### src/rtl/core/ust_pkg.sv
// Package for the unordered set table: command codes and control states.
// No dependencies; used by the table core.
package ust_pkg;

	// Command codes carried by each input transfer.
	typedef enum logic [1:0] {
		CMD_LOOKUP = 2'd0,
		CMD_INSERT = 2'd1,
		CMD_DELETE = 2'd2,
		CMD_UNUSED = 2'd3
	} cmd_t;

	// Width of the capacity register and of the reported index and count.
	localparam int CAP_W   = 7;
	localparam int COUNT_W = 7;
	localparam int VALUE_W = 32;

	// Control states of the table sequencer.
	typedef enum logic [2:0] {
		ST_IDLE,
		ST_SEARCH,
		ST_APPLY,
		ST_SHIFT,
		ST_RESP
	} state_t;

endpackage

### src/rtl/core/ust_ram.sv
// Generic simple dual-port RAM: one write port, one read port, registered read.
// No dependencies.
module ust_ram #(
	parameter int WIDTH = 32,
	parameter int DEPTH = 64
) (
	input  logic                                   clk,
	input  logic                                   we,
	input  logic [(DEPTH > 1 ? $clog2(DEPTH) : 1)-1:0] waddr,
	input  logic [WIDTH-1:0]                       wdata,
	input  logic                                   re,
	input  logic [(DEPTH > 1 ? $clog2(DEPTH) : 1)-1:0] raddr,
	output logic [WIDTH-1:0]                       rdata
);

	logic [WIDTH-1:0] mem [DEPTH];

	// Write port.
	always_ff @(posedge clk) begin
		if (we) begin
			mem[waddr] <= wdata;
		end
	end

	// Read port; read data is registered.
	always_ff @(posedge clk) begin
		if (re) begin
			rdata <= mem[raddr];
		end
	end

endmodule

### src/rtl/core/unordered_set_table.sv
// Unordered set table: insertion-ordered table of 32-bit values in one RAM,
// searched linearly, compacted after delete. Depends on ust_pkg and ust_ram.
//
//   channel   dir   handshake           payload
//   in        in    in_valid/in_ready   cmd, item_value
//   out       out   out_valid/out_ready found, match_index, entry_count, full_refused
//   cfg       in    cfg_we              cfg_wdata (capacity_limit)
//
// One item at a time. The search streams one RAM read per cycle and compares
// each result in the next cycle. A delete that hits searches up to the match,
// then does one read and one write-back per later entry through the same RAM.
// Reset clears the count and sets the capacity to 64; the RAM is not cleared.
// A result that is not taken holds the sequencer in its response state.
module unordered_set_table #(
	parameter int TABLE_DEPTH = 64
) (
	input  logic                        clk,
	input  logic                        arst_n,
	input  logic                        in_valid,
	output logic                        in_ready,
	input  logic [1:0]                  cmd,
	input  logic signed [31:0]          item_value,
	output logic                        out_valid,
	input  logic                        out_ready,
	output logic                        found,
	output logic [6:0]                  match_index,
	output logic [6:0]                  entry_count,
	output logic                        full_refused,
	input  logic                        cfg_we,
	input  logic [6:0]                  cfg_wdata
);

	localparam int AW    = (TABLE_DEPTH > 1) ? $clog2(TABLE_DEPTH) : 1;
	localparam int CNT_W = $clog2(TABLE_DEPTH + 1);
	localparam int CMP_W = (CNT_W > ust_pkg::CAP_W) ? CNT_W : ust_pkg::CAP_W;

	ust_pkg::state_t state_q, state_d;

	logic [ust_pkg::CAP_W-1:0]   cap_q;
	logic [CNT_W-1:0]            count_q;
	logic [CNT_W-1:0]            ptr_q;
	logic [CNT_W-1:0]            idx_q;
	logic                        hit_q;
	logic                        refused_q;
	ust_pkg::cmd_t               cmd_q;
	logic [ust_pkg::VALUE_W-1:0] value_q;
	logic                        rd_vld_s1;
	logic [CNT_W-1:0]            rd_idx_s1;
	logic                        out_valid_q;

	logic                        issue_rd;
	logic                        hit_now;
	logic                        load_item;
	logic                        search_end;
	logic                        do_insert;
	logic                        do_refuse;
	logic                        start_shift;
	logic                        shift_end;
	logic                        load_out;
	logic [CMP_W-1:0]            eff_cap;
	logic [CNT_W-1:0]            shift_dst;

	logic                        ram_we;
	logic [AW-1:0]               ram_waddr;
	logic [ust_pkg::VALUE_W-1:0] ram_wdata;
	logic [ust_pkg::VALUE_W-1:0] ram_rdata;

	// Capacity register; a limit above the depth acts as the depth.
	always_ff @(posedge clk or negedge arst_n) begin
		if (!arst_n) begin
			cap_q <= ust_pkg::CAP_W'(64);
		end else if (cfg_we) begin
			cap_q <= cfg_wdata;
		end
	end

	assign eff_cap = (CMP_W'(cap_q) > CMP_W'(TABLE_DEPTH)) ? CMP_W'(TABLE_DEPTH)
	                                                       : CMP_W'(cap_q);

	assign hit_now   = rd_vld_s1 && (ram_rdata == value_q);
	assign shift_dst = rd_idx_s1 - CNT_W'(1);

	// State register.
	always_ff @(posedge clk or negedge arst_n) begin
		if (!arst_n) begin
			state_q <= ust_pkg::ST_IDLE;
		end else begin
			state_q <= state_d;
		end
	end

	// Next state and control strobes.
	always_comb begin
		state_d     = state_q;
		in_ready    = 1'b0;
		issue_rd    = 1'b0;
		load_item   = 1'b0;
		search_end  = 1'b0;
		do_insert   = 1'b0;
		do_refuse   = 1'b0;
		start_shift = 1'b0;
		shift_end   = 1'b0;
		load_out    = 1'b0;
		case (state_q)
			ust_pkg::ST_IDLE: begin
				in_ready = 1'b1;
				if (in_valid) begin
					load_item = 1'b1;
					state_d   = ust_pkg::ST_SEARCH;
				end
			end
			ust_pkg::ST_SEARCH: begin
				issue_rd = !hit_now && (ptr_q < count_q);
				if (hit_now || (!rd_vld_s1 && (ptr_q >= count_q))) begin
					search_end = 1'b1;
					state_d    = ust_pkg::ST_APPLY;
				end
			end
			ust_pkg::ST_APPLY: begin
				state_d = ust_pkg::ST_RESP;
				if (cmd_q == ust_pkg::CMD_INSERT) begin
					if (CMP_W'(count_q) < eff_cap) begin
						do_insert = 1'b1;
					end else begin
						do_refuse = 1'b1;
					end
				end else if ((cmd_q == ust_pkg::CMD_DELETE) && hit_q) begin
					start_shift = 1'b1;
					state_d     = ust_pkg::ST_SHIFT;
				end
			end
			ust_pkg::ST_SHIFT: begin
				issue_rd = (ptr_q < count_q);
				if (!issue_rd && !rd_vld_s1) begin
					shift_end = 1'b1;
					state_d   = ust_pkg::ST_RESP;
				end
			end
			ust_pkg::ST_RESP: begin
				if (!out_valid_q || out_ready) begin
					load_out = 1'b1;
					state_d  = ust_pkg::ST_IDLE;
				end
			end
			default: begin
				state_d = ust_pkg::ST_IDLE;
			end
		endcase
	end

	// Read pipeline and control counters.
	always_ff @(posedge clk or negedge arst_n) begin
		if (!arst_n) begin
			rd_vld_s1 <= 1'b0;
			count_q   <= '0;
		end else begin
			rd_vld_s1 <= issue_rd;
			if (do_insert) begin
				count_q <= count_q + CNT_W'(1);
			end else if (shift_end) begin
				count_q <= count_q - CNT_W'(1);
			end
		end
	end

	// Working registers of the item in flight.
	always_ff @(posedge clk) begin
		if (issue_rd) begin
			rd_idx_s1 <= ptr_q;
		end
		if (load_item) begin
			cmd_q     <= ust_pkg::cmd_t'(cmd);
			value_q   <= item_value;
			ptr_q     <= '0;
			refused_q <= 1'b0;
		end else if (start_shift) begin
			ptr_q <= idx_q + CNT_W'(1);
		end else if (issue_rd) begin
			ptr_q <= ptr_q + CNT_W'(1);
		end
		if (search_end) begin
			hit_q <= hit_now;
			idx_q <= hit_now ? rd_idx_s1 : count_q;
		end
		if (do_refuse) begin
			refused_q <= 1'b1;
		end
	end

	// Output register; a waiting result holds until its transfer.
	always_ff @(posedge clk or negedge arst_n) begin
		if (!arst_n) begin
			out_valid_q <= 1'b0;
		end else if (load_out) begin
			out_valid_q <= 1'b1;
		end else if (out_ready) begin
			out_valid_q <= 1'b0;
		end
	end

	always_ff @(posedge clk) begin
		if (load_out) begin
			found        <= hit_q;
			match_index  <= ust_pkg::COUNT_W'(idx_q);
			entry_count  <= ust_pkg::COUNT_W'(count_q);
			full_refused <= refused_q;
		end
	end

	assign out_valid = out_valid_q;

	// RAM write: append on insert, move an entry down one place while shifting.
	always_comb begin
		ram_we    = 1'b0;
		ram_waddr = count_q[AW-1:0];
		ram_wdata = value_q;
		if (do_insert) begin
			ram_we = 1'b1;
		end else if ((state_q == ust_pkg::ST_SHIFT) && rd_vld_s1) begin
			ram_we    = 1'b1;
			ram_waddr = shift_dst[AW-1:0];
			ram_wdata = ram_rdata;
		end
	end

	ust_ram #(
		.WIDTH(ust_pkg::VALUE_W),
		.DEPTH(TABLE_DEPTH)
	) u_store (
		.clk   (clk),
		.we    (ram_we),
		.waddr (ram_waddr),
		.wdata (ram_wdata),
		.re    (issue_rd),
		.raddr (ptr_q[AW-1:0]),
		.rdata (ram_rdata)
	);

endmodule

### config.mk
export PLATFORM = sky130hd
export DESIGN_NAME = unordered_set_table
export DESIGN_NICKNAME = d
export VERILOG_FILES = /design/src/rtl/core/ust_pkg.sv /design/src/rtl/core/ust_ram.sv /design/src/rtl/core/unordered_set_table.sv
export SDC_FILE = /design/constraint.sdc
export NUM_CORES = 2
export LEC_CHECK = 0
export ABC_AREA = 0
export BUFFER_PORTS_ARGS = -buffer_cell sky130_fd_sc_hd__buf_2
export CAP_MARGIN = 20
export CORE_MARGIN = 2
export CORE_UTILIZATION = 60
export DETAILED_ROUTE_END_ITERATION = 16
export PLACE_DENSITY = 0.84
export SYNTH_ARGS = -nofsm -noshare
export SYNTH_HDL_FRONTEND = slang
export SYNTH_SLANG_ARGS = --single-unit
export TNS_END_PERCENT = 20
### constraint.sdc
create_clock -name clk -period 13.01 [get_ports clk]
set_input_delay 3.2525 -clock clk [delete_from_list [all_inputs] [get_ports clk]]
set_output_delay 3.2525 -clock clk [all_outputs]
set_load 0.02 [all_outputs]
==> metrics <==
CP Cell Sequence buf_4, buf_12, mux4_2, and2_1, a211oi_1, a311oi_1, o21ai_0, a21oi_1; post-placement worst setup slack 7.875 ns; CP Depth 8; clk slew on worst S/H paths 0.06 ns; Final Net Count 3942; Tmin final between 5 and 6 ns; Critical Path Start Type register; CTS buffer count slightly below 200; Buf+Inv Stages, Crit Path 2; Gate power share 24.9%; DP HPWL 118100 um; clock group share of total power between 30 and 40%; EDFF count, synth 2145; Max Slew Vio Count 0; min-delay worst type register to register; fin cells 5922; initial antenna violation count 9; FF+latch count, synth about 2200; Synth-to-Final Area Change 12.56%; top post-synthesis cells by area edfxtp_1 (77%), mux4_2 (17%), nand2_1 (0.74%); Slew @ Worst Pin 1.319 ns; Net Sw Frac approximately 30%; R2R cell count 8; NetSw roughly 5800 uW; hold_sp refused_q; register area share after synthesis 77.54%; worst skew pair latency 0.91 ns; Max Cap Viol 0; Worst path slowest cell a311oi_1; largest area contributor in the netlist edfxtp_1; routed wire length per instance 40.84 um; CTS tree done; Die W 377.9 um; first-pass GRT wire length 329000 um; vias per inst 7.416; DP Cell Count 5517; htree depth 4; setup repair bufs after CTS 0; status finished clean; RSZ-0062 raised after global routing false; commonest cells after routing, fill and taps aside edfxtp_1 (2145), mux4_2 (634), clkbuf_16 (204), buf_4 (140), nand2_1 (139); Final setup viols 0; Slowest Stage Delay on Critical Path 0.97 ns; DRC viols 0; FF-to-FF End u_store.rdata[31]; # clock sinks 2172; share of the synthesized area in the top cell type between 70% and 80%; Hold Path Depth 0; Rel. slew slack between 10% and 20%; Antenna Nets Post-Route 0; setup TNS 0 ns; Flop pwr share 44.5%; DRT Wirelength 241900 um; drt first-iter violations 8269; yosys warns 0; Avg Inst Size Synth 23.19 sq um; Placeable Area 139200 sq um; most common cell after layout, fill and taps aside edfxtp_1; flop2flop setup slack 7.61 ns; predominant post-synthesis flop cell edfxtp_1; cell area after synthesis 83890 sq um; DRT Pass-1 Iters 6; Synth Net Count 3685; CTS resizes 0; final worst setup slack 7.607 ns; Setup Skew 0.1009 ns; crit path max fanout ~150; Hold Buf Count CTS 0; FFs w/ async S/R, synth 0.8748%; synth unique cells 65; CP delay by family, top compound AO/OA/AOI/OAI gates; total number of vias 43920; r2r startpoint ptr_q[1]; fillcell total 7934; Max Clock Freq 185.1 MHz; global route total overflow 0; vias in the first global route around 44000; number of top-level pins 64; Total GRT Usage 33.43%; worst vdd ir 184.1 uV; internal power 13520 uW; worst hold endpoint full_refused; Pleak 0.02918 uW; Die ar. 142800 sq um; Req. time, crit path approximately 14 ns; pin count of the biggest net entering global routing 153; Crit Path Class register to register; final core occ 67.84%; Fin. Hold Viols 0; Die Y between 300 and 400 um; global placement routability congestion 0.9011; Root Buffer clkbuf_16; power per cell area 204.2 nW/um^2; Initial Utilization 60.27%; layout cells sized above 1 31.54%; Clock Path Buffers 3; PortBufs between 60 and 70; num rows 137; Mapped Cells 3618; crit path DAT between 6 and 7 ns; period utilization 41.53%; CP Capture Type register
## power by group through the flow
stage / Combinational [uW] / Sequential [uW] / Clock, uW
3_3_place_gp: 4220 / 8720 / 0
3_5_place_dp: 4370 / 8740 / 0
4_1_cts: 4540 / 8600 / 5860
5_1_grt: 4950 / 8590 / 6120
6_report: 4800 / 8580 / 5890
2_1_floorplan: 3110 / 8600 / 0
## Yosys cell counts (3+ instances only)
| cell | instances |
|---|---|
| nand3_1 | 15 |
| buf_1 | 17 |
| ha_1 | 20 |
| and2_1 | 16 |
| a21oi_1 | 36 |
| nor2b_1 | 5 |
| and3_1 | 3 |
| a311oi_1 | 15 |
| a31oi_1 | 11 |
| buf_2 | 66 |
| edfxtp_1 | 2145 |
| xor2_1 | 29 |
| and4_1 | 3 |
| mux2i_1 | 10 |
| mux4_2 | 634 |
| nand2_1 | 165 |
| buf_6 | 3 |
| dfxtp_1 | 8 |
| nand4_1 | 5 |
| nor3_1 | 69 |
| a211oi_1 | 17 |
| o211ai_1 | 4 |
| dfrtp_1 | 18 |
| o31ai_1 | 5 |
| nor2_1 | 18 |
| buf_4 | 14 |
| clkbuf_1 | 90 |
| mux2_2 | 11 |
| or4_1 | 4 |
| inv_1 | 19 |
| nor4_1 | 20 |
| xnor2_1 | 16 |
| o22ai_1 | 20 |
| a21o_1 | 5 |
| nand2b_1 | 4 |
| o21ai_0 | 38 |
## layout make-up
cell class                      instances  area [sq um]  area share (%)
Sequential cell                      2172         65060           68.91
Multi-Input combinational cell       1235         18350           19.43
Clock buffer                          247          5266           5.578
Tap cell                             1876          2347           2.486
Timing Repair Buffer                  246          2231           2.363
Clock inverter                        122          1071           1.134
Inverter                               21         86.33         0.09144
Antenna cell                            3         7.507        0.007951
## layer usage
metal  wire (um)  up-vias  track usage, %
met3       30990      936           8.520
met1       74860    22410           42.22
li1            -    15980               -
met2      119400     4576           53.73
met4       16550       10           18.54
met5          67        -               0
## stage by stage
stage	cell area [sq um]	hold WS, ns	power (uW)
global placement	87240	0.4229	12940
finish	94420	0.4497	19280
floorplan	83890	0.4029	11720
global route	94410	0.4696	19660
detailed placement	87340	0.4240	13110
CTS	93680	0.4433	19000
## cells by family after synthesis
family                   after synthesis  share of synthesized area, %
flip-flops                          2172                         77.54
adder cells (fa/ha/maj)               21                        0.3222
AND/OR/NAND/NOR                      342                         1.921
buffers and inverters                211                         1.132
multiplexers                         655                         17.29
AO/OA/AOI/OAI                        172                         1.322
XOR/XNOR                              45                        0.4698
## state kept, by name, summed over array words and instances (netlist names)
name           flops
rd_idx_s1          7
entry_count        7
idx_q              7
hit_q              1
full_refused       1
count_q            7
cap_q              7
rd_vld_s1          1
state_q            3
ptr_q              7
found              1
u_store.rdata     32
u_store.mem     2048
value_q           32
refused_q          1
out_valid          1
cmd_q              2
match_index        7
## worst register-to-register path, cell delays in order (launching register included)
cell	delay, ns
dfxtp_4	0.92
buf_4	0.86
buf_12	0.76
mux4_2	0.59
and2_1	0.18
a211oi_1	0.09
a311oi_1	0.97
o21ai_0	0.59
a21oi_1	0.29
## worst max-delay path by stage
stage,from,end,slack (ns)
after floorplan,count_q[0],u_store.mem[41][0],7.49
after global placement,ptr_q[0],u_store.rdata[9],8.03
after detailed placement,ptr_q[0],u_store.rdata[9],7.87
after CTS,ptr_q[1],u_store.rdata[25],7.78
after global routing,ptr_q[0],u_store.rdata[9],7.58
final,ptr_q[1],u_store.rdata[31],7.61
Power figures use the tool's default switching activity.
